==> config.mk <==
export PLATFORM = sky130hd
export DESIGN_NAME = dfs_topological_sort
export DESIGN_NICKNAME = d
export VERILOG_FILES = /design/src/design/dfs_pkg.sv /design/src/design/dfs_topological_sort.sv /design/src/design/dfs_ram.sv /design/src/design/dfs_datapath.sv /design/src/design/dfs_controller.sv
export SDC_FILE = /design/constraint.sdc
export NUM_CORES = 2
export LEC_CHECK = 0
export BUFFER_PORTS_ARGS = -buffer_cell sky130_fd_sc_hd__buf_4
export CORE_MARGIN = 8
export CORE_UTILIZATION = 57
export CTS_CLUSTER_DIAMETER = 60
export DETAILED_ROUTE_END_ITERATION = 12
export GPL_TIMING_DRIVEN = 0
export PLACE_DENSITY_LB_ADDON = 0.25
export SYNTH_ARGS = -nofsm -noshare
export SYNTH_HDL_FRONTEND = slang
export SYNTH_MEMORY_MAX_BITS = 65536
export SYNTH_SLANG_ARGS = --single-unit
==> constraint.sdc <==
create_clock -name clock -period 4.6 [get_ports clock]
set_input_delay 0.46 -clock clock [delete_from_list [all_inputs] [get_ports clock]]
set_output_delay 0.46 -clock clock [all_outputs]
set_load 0.02 [all_outputs]
==> src/design/dfs_pkg.sv <==
package dfs_pkg;

   localparam logic [1:0] CMD_ADD_EDGE = 2'd0;
   localparam logic [1:0] CMD_RUN      = 2'd1;
   localparam logic [1:0] CMD_CLEAR    = 2'd2;

   localparam logic [1:0] STATUS_OK        = 2'd0;
   localparam logic [1:0] STATUS_FULL      = 2'd1;
   localparam logic [1:0] STATUS_OUT_RANGE = 2'd2;

   // datapath commands from the controller
   typedef struct packed {
      logic add_edge;     // append request edge, issue status
      logic clear_edges;  // empty the edge store
      logic run_start;    // clear marks, root at zero
      logic root_check;   // root visited test done, maybe push root
      logic root_next;    // advance root
      logic scan_eval;    // evaluate read edge
      logic pop;          // pop top frame, record finish
      logic emit_start;   // begin emission
      logic emit_put;     // present vertex on output
   } dfs_cmd_type;

   typedef struct packed {
      logic roots_done;   // root reached vertex count
      logic root_visited;
      logic stack_empty;
      logic scan_end;     // top frame position reached edges stored
      logic emit_done;    // all finished vertices emitted
      logic out_busy;     // output register holds an untaken transaction
   } dfs_status_type;

endpackage

==> src/design/dfs_topological_sort.sv <==
// Depth-first topological sort engine.
// Input channel (req_*): one transaction carries cmd, src_vertex, dst_vertex.
//   cmd add edge appends src->dst to the edge store and returns one status
//   transaction (last=1). cmd run walks the graph depth first from vertex 0
//   upward and returns one transaction per finished vertex in reverse finish
//   order, last=1 on the final one. cmd clear empties the edge store, no result.
// Result channel (rsp_*): vertex, last, status, held in an output register;
//   while rsp_stall is high the register holds and req_stall rises.
// Configuration: csr_write loads csr_vertex_count (vertices in use); the user
//   writes it only while idle, the block does not enforce this. An add edge
//   answers in the cycle after acceptance, one per cycle while rsp_stall is
//   low. A run reads the edges of each stack frame serially from the edge
//   memory. No new transaction is taken during a run.
// Reset: synchronous, clears the edge count, sets the vertex count to 64 and
//   empties the output register. Edge memory contents need no clearing.
module dfs_topological_sort #(
   parameter int MAX_VERTICES = 64,
   parameter int MAX_EDGES    = 256
) (
   input  logic       clock,
   input  logic       reset,
   input  logic       req_valid,
   output logic       req_stall,
   input  logic [1:0] req_cmd,
   input  logic [5:0] req_src_vertex,
   input  logic [5:0] req_dst_vertex,
   output logic       rsp_valid,
   input  logic       rsp_stall,
   output logic [5:0] rsp_vertex,
   output logic       rsp_last,
   output logic [1:0] rsp_status,
   input  logic       csr_write,
   input  logic [6:0] csr_vertex_count
);
   import dfs_pkg::*;

   dfs_cmd_type    cmd;
   dfs_status_type sts;

   // sequencing: accept, walk stack, emit
   dfs_controller u_ctrl (
      .clock, .reset, .req_valid, .req_stall, .req_cmd, .sts, .cmd);

   // edge store, frame stack, visited marks, finish order, output register
   dfs_datapath #(.MAX_VERTICES(MAX_VERTICES), .MAX_EDGES(MAX_EDGES)) u_dp (
      .clock, .reset, .csr_write, .csr_vertex_count, .req_src_vertex,
      .req_dst_vertex, .cmd, .sts, .rsp_valid, .rsp_stall, .rsp_vertex,
      .rsp_last, .rsp_status);
endmodule

==> src/design/dfs_ram.sv <==
module dfs_ram #(
   parameter int WIDTH = 8,
   parameter int DEPTH = 64
) (
   input  logic                     clock,
   input  logic                     wr_en,
   input  logic [$clog2(DEPTH)-1:0] wr_addr,
   input  logic [WIDTH-1:0]         wr_data,
   input  logic [$clog2(DEPTH)-1:0] rd_addr,
   output logic [WIDTH-1:0]         rd_data
);
   logic [WIDTH-1:0] mem_ff [DEPTH];
   logic [WIDTH-1:0] rd_data_ff;

   always_ff @(posedge clock) begin
      if (wr_en) begin
         mem_ff[wr_addr] <= wr_data;
      end
      rd_data_ff <= mem_ff[rd_addr];
   end

   assign rd_data = rd_data_ff;
endmodule

==> src/design/dfs_datapath.sv <==
module dfs_datapath #(
   parameter int MAX_VERTICES = 64,
   parameter int MAX_EDGES    = 256
) (
   input  logic                   clock,
   input  logic                   reset,
   input  logic                   csr_write,
   input  logic [6:0]             csr_vertex_count,
   input  logic [5:0]             req_src_vertex,
   input  logic [5:0]             req_dst_vertex,
   input  dfs_pkg::dfs_cmd_type    cmd,
   output dfs_pkg::dfs_status_type sts,
   output logic                   rsp_valid,
   input  logic                   rsp_stall,
   output logic [5:0]             rsp_vertex,
   output logic                   rsp_last,
   output logic [1:0]             rsp_status
);
   import dfs_pkg::*;

   localparam int VW = $clog2(MAX_VERTICES);
   localparam int EW = $clog2(MAX_EDGES);
   localparam int CW = $clog2(MAX_EDGES + 1);
   localparam int DW = $clog2(MAX_VERTICES + 1);

   logic [6:0]  vcount_ff;
   logic [6:0]  nact;
   logic [CW-1:0] edges_ff;
   logic [MAX_VERTICES-1:0] visited_ff;
   logic [DW-1:0] depth_ff;
   logic [DW-1:0] done_ff;
   logic [DW-1:0] root_ff;
   logic [DW-1:0] emit_ff;
   logic [VW-1:0] top_v_ff;
   logic [CW-1:0] top_e_ff;
   logic        out_valid_ff;
   logic [5:0]  out_vertex_ff;
   logic        out_last_ff;
   logic [1:0]  out_status_ff;

   // frame stack memory
   logic          stk_we;
   logic [VW-1:0] stk_waddr;
   logic [VW+CW-1:0] stk_wdata;
   logic [VW-1:0] stk_raddr;
   logic [VW+CW-1:0] stk_rdata;

   logic [5:0] esrc_rd;
   logic [5:0] edst_rd;
   logic       edge_we;
   logic [VW-1:0] fin_rd;
   logic [VW-1:0] fin_raddr;

   logic [6:0] src_ext;
   logic [6:0] dst_ext;
   logic       push_ok;

   assign nact = (vcount_ff > 7'(MAX_VERTICES)) ? 7'(MAX_VERTICES) : vcount_ff;
   assign src_ext = {1'b0, req_src_vertex};
   assign dst_ext = {1'b0, req_dst_vertex};
   assign edge_we = cmd.add_edge && src_ext < nact && dst_ext < nact
                    && edges_ff < CW'(MAX_EDGES);

   dfs_ram #(.WIDTH(6), .DEPTH(MAX_EDGES)) u_src_ram (
      .clock, .wr_en(edge_we), .wr_addr(edges_ff[EW-1:0]), .wr_data(req_src_vertex),
      .rd_addr(top_e_ff[EW-1:0]), .rd_data(esrc_rd));
   dfs_ram #(.WIDTH(6), .DEPTH(MAX_EDGES)) u_dst_ram (
      .clock, .wr_en(edge_we), .wr_addr(edges_ff[EW-1:0]), .wr_data(req_dst_vertex),
      .rd_addr(top_e_ff[EW-1:0]), .rd_data(edst_rd));

   dfs_ram #(.WIDTH(VW+CW), .DEPTH(MAX_VERTICES)) u_stack_ram (
      .clock, .wr_en(stk_we), .wr_addr(stk_waddr), .wr_data(stk_wdata),
      .rd_addr(stk_raddr), .rd_data(stk_rdata));

   dfs_ram #(.WIDTH(VW), .DEPTH(MAX_VERTICES)) u_fin_ram (
      .clock, .wr_en(cmd.pop && done_ff < DW'(MAX_VERTICES)),
      .wr_addr(done_ff[VW-1:0]), .wr_data(top_v_ff),
      .rd_addr(fin_raddr), .rd_data(fin_rd));

   assign fin_raddr = VW'(done_ff - DW'(1) - emit_ff);

   // edge evaluation against the top frame
   logic hit;
   logic [VW-1:0] dst_v;
   assign dst_v = edst_rd[VW-1:0];
   assign hit = (esrc_rd[VW-1:0] == top_v_ff) && ({1'b0, edst_rd} < nact)
                && !visited_ff[dst_v];
   assign push_ok = depth_ff < DW'(MAX_VERTICES);

   // stack write: save caller frame position on push; a new root frame is not written
   always_comb begin
      stk_we    = 1'b0;
      stk_waddr = '0;
      stk_wdata = '0;
      if (cmd.root_check && !visited_ff[root_ff[VW-1:0]]) begin
         stk_we    = 1'b0;
      end else if (cmd.scan_eval && hit && push_ok) begin
         stk_we    = 1'b1;
         stk_waddr = VW'(depth_ff - DW'(1));
         stk_wdata = {top_v_ff, top_e_ff + CW'(1)};
      end
   end
   // on pop the new top is read from depth-2
   assign stk_raddr = VW'(depth_ff - DW'(2));

   assign sts.roots_done   = root_ff >= DW'(nact);
   assign sts.root_visited = visited_ff[root_ff[VW-1:0]];
   assign sts.stack_empty  = depth_ff == '0;
   assign sts.scan_end     = top_e_ff >= edges_ff;
   assign sts.emit_done    = emit_ff >= done_ff;
   assign sts.out_busy     = out_valid_ff && rsp_stall;

   logic popped_ff;

   always_ff @(posedge clock) begin
      if (reset) begin
         vcount_ff    <= 7'd64;
         edges_ff     <= '0;
         depth_ff     <= '0;
         out_valid_ff <= 1'b0;
         popped_ff    <= 1'b0;
      end else begin
         if (csr_write) vcount_ff <= csr_vertex_count;
         // load a new transaction, else drop the one just taken
         if (cmd.add_edge || cmd.emit_put) begin
            out_valid_ff <= 1'b1;
         end else if (out_valid_ff && !rsp_stall) begin
            out_valid_ff <= 1'b0;
         end
         popped_ff <= cmd.pop;
         if (edge_we) edges_ff <= edges_ff + CW'(1);
         if (cmd.clear_edges) edges_ff <= '0;
         if (cmd.add_edge) begin
            out_vertex_ff <= '0;
            out_last_ff   <= 1'b1;
            out_status_ff <= (src_ext >= nact || dst_ext >= nact) ? STATUS_OUT_RANGE :
                             (edges_ff >= CW'(MAX_EDGES)) ? STATUS_FULL : STATUS_OK;
         end
         if (cmd.run_start) begin
            visited_ff <= '0;
            depth_ff   <= '0;
            done_ff    <= '0;
            root_ff    <= '0;
         end
         if (cmd.root_check && !visited_ff[root_ff[VW-1:0]]) begin
            visited_ff[root_ff[VW-1:0]] <= 1'b1;
            depth_ff <= DW'(1);
            top_v_ff <= root_ff[VW-1:0];
            top_e_ff <= '0;
         end
         if (cmd.root_next) root_ff <= root_ff + DW'(1);
         if (cmd.scan_eval) begin
            if (hit) begin
               if (push_ok) begin
                  visited_ff[dst_v] <= 1'b1;
                  depth_ff <= depth_ff + DW'(1);
                  top_v_ff <= dst_v;
                  top_e_ff <= '0;
               end else begin
                  top_e_ff <= top_e_ff + CW'(1);
               end
            end else begin
               top_e_ff <= top_e_ff + CW'(1);
            end
         end
         if (cmd.pop) begin
            depth_ff  <= depth_ff - DW'(1);
            if (done_ff < DW'(MAX_VERTICES)) done_ff <= done_ff + DW'(1);
         end
         // restore caller frame in the cycle after a pop (registered read)
         if (popped_ff && depth_ff != '0) begin
            top_v_ff <= stk_rdata[VW+CW-1:CW];
            top_e_ff <= stk_rdata[CW-1:0];
         end
         if (cmd.emit_start) emit_ff <= '0;
         if (cmd.emit_put) begin
            out_vertex_ff <= 6'(fin_rd);
            out_last_ff   <= (emit_ff + DW'(1)) == done_ff;
            out_status_ff <= STATUS_OK;
            emit_ff       <= emit_ff + DW'(1);
         end
      end
   end

   assign rsp_valid  = out_valid_ff;
   assign rsp_vertex = out_vertex_ff;
   assign rsp_last   = out_last_ff;
   assign rsp_status = out_status_ff;
endmodule

==> src/design/dfs_controller.sv <==
module dfs_controller (
   input  logic                   clock,
   input  logic                   reset,
   input  logic                   req_valid,
   output logic                   req_stall,
   input  logic [1:0]             req_cmd,
   input  dfs_pkg::dfs_status_type sts,
   output dfs_pkg::dfs_cmd_type    cmd
);
   import dfs_pkg::*;

   localparam logic [3:0] S_IDLE   = 4'd0;
   localparam logic [3:0] S_ROOT   = 4'd1;
   localparam logic [3:0] S_READ   = 4'd2;
   localparam logic [3:0] S_WAIT   = 4'd3;
   localparam logic [3:0] S_EVAL   = 4'd4;
   localparam logic [3:0] S_POPW   = 4'd5;
   localparam logic [3:0] S_EMIT   = 4'd6;
   localparam logic [3:0] S_ELOAD  = 4'd7;
   localparam logic [3:0] S_EPUT   = 4'd8;

   logic [3:0] state_ff, state_in;
   logic       accept;

   assign req_stall = (state_ff != S_IDLE) || sts.out_busy;
   assign accept    = req_valid && !req_stall;

   always_comb begin
      state_in = state_ff;
      cmd      = '0;
      unique case (state_ff)
         S_IDLE: begin
            if (accept) begin
               unique case (req_cmd)
                  CMD_ADD_EDGE: begin
                     cmd.add_edge = 1'b1;
                  end
                  CMD_CLEAR: begin
                     cmd.clear_edges = 1'b1;
                  end
                  CMD_RUN: begin
                     cmd.run_start = 1'b1;
                     state_in = S_ROOT;
                  end
                  default: begin
                  end
               endcase
            end
         end
         S_ROOT: begin
            if (sts.roots_done) begin
               state_in = S_EMIT;
            end else begin
               cmd.root_check = 1'b1;
               cmd.root_next  = 1'b1;
               state_in = sts.root_visited ? S_ROOT : S_READ;
            end
         end
         S_READ: begin
            if (sts.stack_empty) begin
               state_in = S_ROOT;
            end else if (sts.scan_end) begin
               cmd.pop  = 1'b1;
               state_in = S_POPW;
            end else begin
               state_in = S_WAIT;
            end
         end
         S_WAIT: state_in = S_EVAL;
         S_EVAL: begin
            cmd.scan_eval = 1'b1;
            state_in = S_READ;
         end
         S_POPW: state_in = S_READ;
         S_EMIT: begin
            cmd.emit_start = 1'b1;
            state_in = S_ELOAD;
         end
         S_ELOAD: begin
            if (sts.emit_done) begin
               state_in = S_IDLE;
            end else begin
               state_in = S_EPUT;
            end
         end
         S_EPUT: begin
            if (!sts.out_busy) begin
               cmd.emit_put = 1'b1;
               state_in = S_ELOAD;
            end
         end
         default: state_in = S_IDLE;
      endcase
   end

   always_ff @(posedge clock) begin
      if (reset) begin
         state_ff <= S_IDLE;
      end else begin
         state_ff <= state_in;
      end
   end
endmodule
==> results.py <==
metrics = {
    "outcome": {
        "result_of_the_run": "finished with violations",
        "failed_checks": "max-capacitance violations, max-slew violations, negative setup slack",
    },
    "floorplanning": {
        "die_area_mm2": 0.3334,
        "core_area_mm2": 0.3142,
        "placementRows": 206,
        "start_util": 0.5717,
        "die-height_um": 577.4,
        "fp.dieW_um": 577.4,
        "i_o_pins": 37,
    },
    "worst_setup_path": {
        "cp-end-kind": "flop",
        "cp_data_arrival_time_ns": 5.80,
        "worstSetupStartpointType": "flop",
        "critical-path-top-cell-by-count": "buf_2",
        "critical_path.slowest_cell": "a221oi_1",
        "critical_path_data_required_time_ns": 5.29,
        "slowest_delay_ns": 0.61,
        "cp_cell_sequence": "buf_2 -> buf_2 -> buf_2 -> clkbuf_1 -> buf_8 -> mux4_2 -> mux4_2 -> a22o_1 -> a221oi_1 -> o221ai_1",
        "setup.worst_path.class": "flop to flop",
        "crit_path_max_fanout": 10,
    },
    "pwr": {
        "power_per_cell_area_mw_per_mm2": 407.4,
        "vdd_drop_max_v": 0.0003680,
        "static-leakage-power_nw": 61.41,
    },
    "timing": {
        "setup_viol": 606,
        "max_freq_mhz": 196.0,
        "timing_worst_slew_pin_value_ns": 1.621,
        "fin_setup_tns_ns": -31.65,
        "final_worst_path_cycle_share": 1.109,
        "fin_crit_ns": 5.103,
        "skew_ns": 0.09468,
        "fin_ws_ns": -0.5025,
        "final-max-slew-violation-count": 11,
        "report.final.hold_viol_count": 0,
        "worst_slew_margin_rel": -0.08062,
        "rsz_0062_raised_after_global_routing": "true",
    },
    "logic_synthesis": {
        "synth_async_reset_ratio": 0,
        "synth.area.top_cells": "edfxtp_1 (76%), mux4_2 (17%), nor2_1 (0.96%)",
        "synthesized_netlist_cell_count": 7982,
        "ys_seq_area_frac": 0.7633,
        "syn_avg_cell_area_um2": 22.51,
        "post_synth_instance_area_mm2": 0.1796,
        "synth_enable_flop_cells": 4525,
        "synth_largest_type_area_fraction": 0.7564,
        "ys.warnings.count": 0,
        "yosysUniqueCellTypes": 74,
        "synth.net_count": 8067,
        "synth_top_cell_by_area": "edfxtp_1",
        "ys_ff_latch": 4587,
        "postSynth.topFlopCell": "edfxtp_1",
    },
    "routing": {
        "dr_pass1_iterations": 8,
        "route.detailed.wl_per_inst_um": 40.47,
        "drt-initial-drc-count": 16316,
        "drc": 0,
        "detail_route.wirelength_um": 539700,
        "via_count": 94226,
        "route.antenna.remaining_nets": 0,
        "avgViaCountPerCell": 7.066,
    },
    "global_route": {
        "antenna_found_initial": 21,
        "vias_in_the_first_global_route": 91834,
        "global_route_wire_length_before_repair_um": 737200,
        "pin_count_of_the_biggest_net_entering_global_routing": 183,
        "globalRouteOverflowTotal": 0,
        "all_layer_global_routing_usage": 0.3203,
    },
    "cells_and_area": {
        "area_growth_pct": 15.75,
        "num-nets-final": 8850,
        "final_layout_size_suffix_gt1_frac": 0.3391,
        "layout_common_cells": "edfxtp_1 (4525), mux4_2 (1388), clkbuf_16 (462), clkbuf_1 (241), nor2_4 (233)",
        "final_core_util": 0.6618,
        "layout.cells.most_common": "edfxtp_1",
    },
    "placement": {
        "post-dp-hpwl_um": 342200,
        "dpl_worst_slack_ns": -2.371,
        "port-buffer-count": 35,
        "routabilityCongestion": 1.038,
    },
    "cts": {
        "count_of_clock_tree_sinks": 4587,
        "clock_latency_on_the_worst_skew_pair_ns": 1.01,
        "cts-root-to-sink-buffers": 4,
        "tritoncts": "yes",
        "clock-root-buffer": "clkbuf_16",
        "cts_made_buffers": 455,
        "post_cts_clock_slew_at_the_launch_and_capture_registers_of_the_worst_setup_and_hold_paths_ns": 0.06,
        "cts-htree-levels": 5,
    },
    "min_path": {
        "min_path_type": "primary input to flop",
    },
    "job": {
        "cap_viol_max_count": 1,
    },
}
-- cell type report --
type                       count  area (um2)
clock inverter               290        2656
multi-input combinational   2899       42910
sequential                  4587      137100
fill                       19321      106300
buffer                       450        2721
inverter                      46       175.2
timing repair buffer         326        5167
antenna                       19       47.55
tap                         4160        5205
clock buffer                 559       11920
-- through the flow --
step                area (um2)  hold WS, ns  total power [mW]  instances
floorplan               179600       0.4602             47.77       7982
global placement        185100       0.4837             48.78      12177
detailed placement      188200       0.4915             48.91      12308
CTS                     207200      0.03189             84.74      13296
global route            207900      0.09956             86.47      13318
finish                  207900      0.08153             84.72      13336
-- metal layers --
layer | vias to the layer above | wire, um | global-route usage
li1 | 35639 | - | -
met1 | 49738 | 192300 | 0.4359
met2 | 7369 | 239000 | 0.4673
met3 | 1460 | 73690 | 0.1104
met4 | 20 | 34360 | 0.1589
met5 | - | 325 | 0.004159
-- worst paths after layout --
| kind | startpoint | endpoint | slack [ns] | cells past startpoint |
|---|---|---|---|---|
| setup / recovery | u_dp.top_e_ff[1] | u_dp.u_src_ram.rd_data[1] | -0.50 | 10 |
| hold / removal | req_dst_vertex[5] | u_dp.u_dst_ram.mem_ff[88][5] | 0.08 | 1 |
| setup reg to reg | u_dp.top_e_ff[1] | u_dp.u_src_ram.rd_data[1] | -0.50 | 10 |
| hold reg to reg | u_dp.u_stack_ram.rd_data[8] | u_dp.top_e_ff[8] | 0.50 | 2 |
-- cells by family after synthesis --
group,Yosys count,share of synthesized area
fa+ha+maj,59,0.004151
simple gates,909,0.02306
mux,1462,0.1782
xor+xnor,48,0.002340
buf+inv,504,0.01283
compound gates,413,0.01610
flops,4587,0.7633
-- cells in the mapped netlist (all sizes together) (31+ instances only) --
cell type  instances
nand3             65
dfxtp             62
o21ai             54
a211oi            31
xnor2             35
a21oi             86
nor2             458
ha                58
edfxtp          4525
nand2            153
buf              208
mux4            1388
mux2i             68
inv               45
clkbuf           250
a22oi             65
nor2b             49
nor3              31
-- worst max-delay path: cells and delay by family, from the launching register on --
family                 cells  cell delay, ns
buffers and inverters      5            2.06
DFF                        1            0.51
AOI/OAI and AO/OA          3            1.36
muxes                      2            0.84
-- state kept, by name, indices dropped and copies added (netlist names), 2 cells and up --
register	count
u_ctrl.state_ff	4
u_dp.visited_ff	64
u_dp.rsp_status	2
u_dp.vcount_ff	7
u_dp.u_stack_ram.mem_ff	960
u_dp.u_dst_ram.mem_ff	1536
u_dp.edges_ff	9
u_dp.emit_ff	7
u_dp.top_v_ff	6
u_dp.rsp_vertex	6
u_dp.u_src_ram.mem_ff	1536
u_dp.u_fin_ram.mem_ff	384
u_dp.depth_ff	7
u_dp.u_stack_ram.rd_data	15
u_dp.top_e_ff	9
u_dp.u_src_ram.rd_data	6
u_dp.u_dst_ram.rd_data	6
u_dp.root_ff	7
u_dp.u_fin_ram.rd_data	6
u_dp.done_ff	7
-- where the power goes --
group	leakage, nW	internal (mW)	total, mW	switching, mW
Clock	7.13	20.5	36.6	16.0
Sequential	39.3	45.9	45.9	0.0821
Combinational	15.0	0.723	2.20	1.48
Total	61.4	67.1	84.7	17.6
-- repair_timing --
item | CTS | global route
cloned | 8 | 1
gates resized for setup | 672 | 136
buffers inserted | 118 | 19
hold buffers | 21 | 0
hold endpoints to repair | 476 | 0
setup endpoints to repair | 4985 | 2334
pin swaps | 95 | 23
Power figures use the tool's default switching activity.
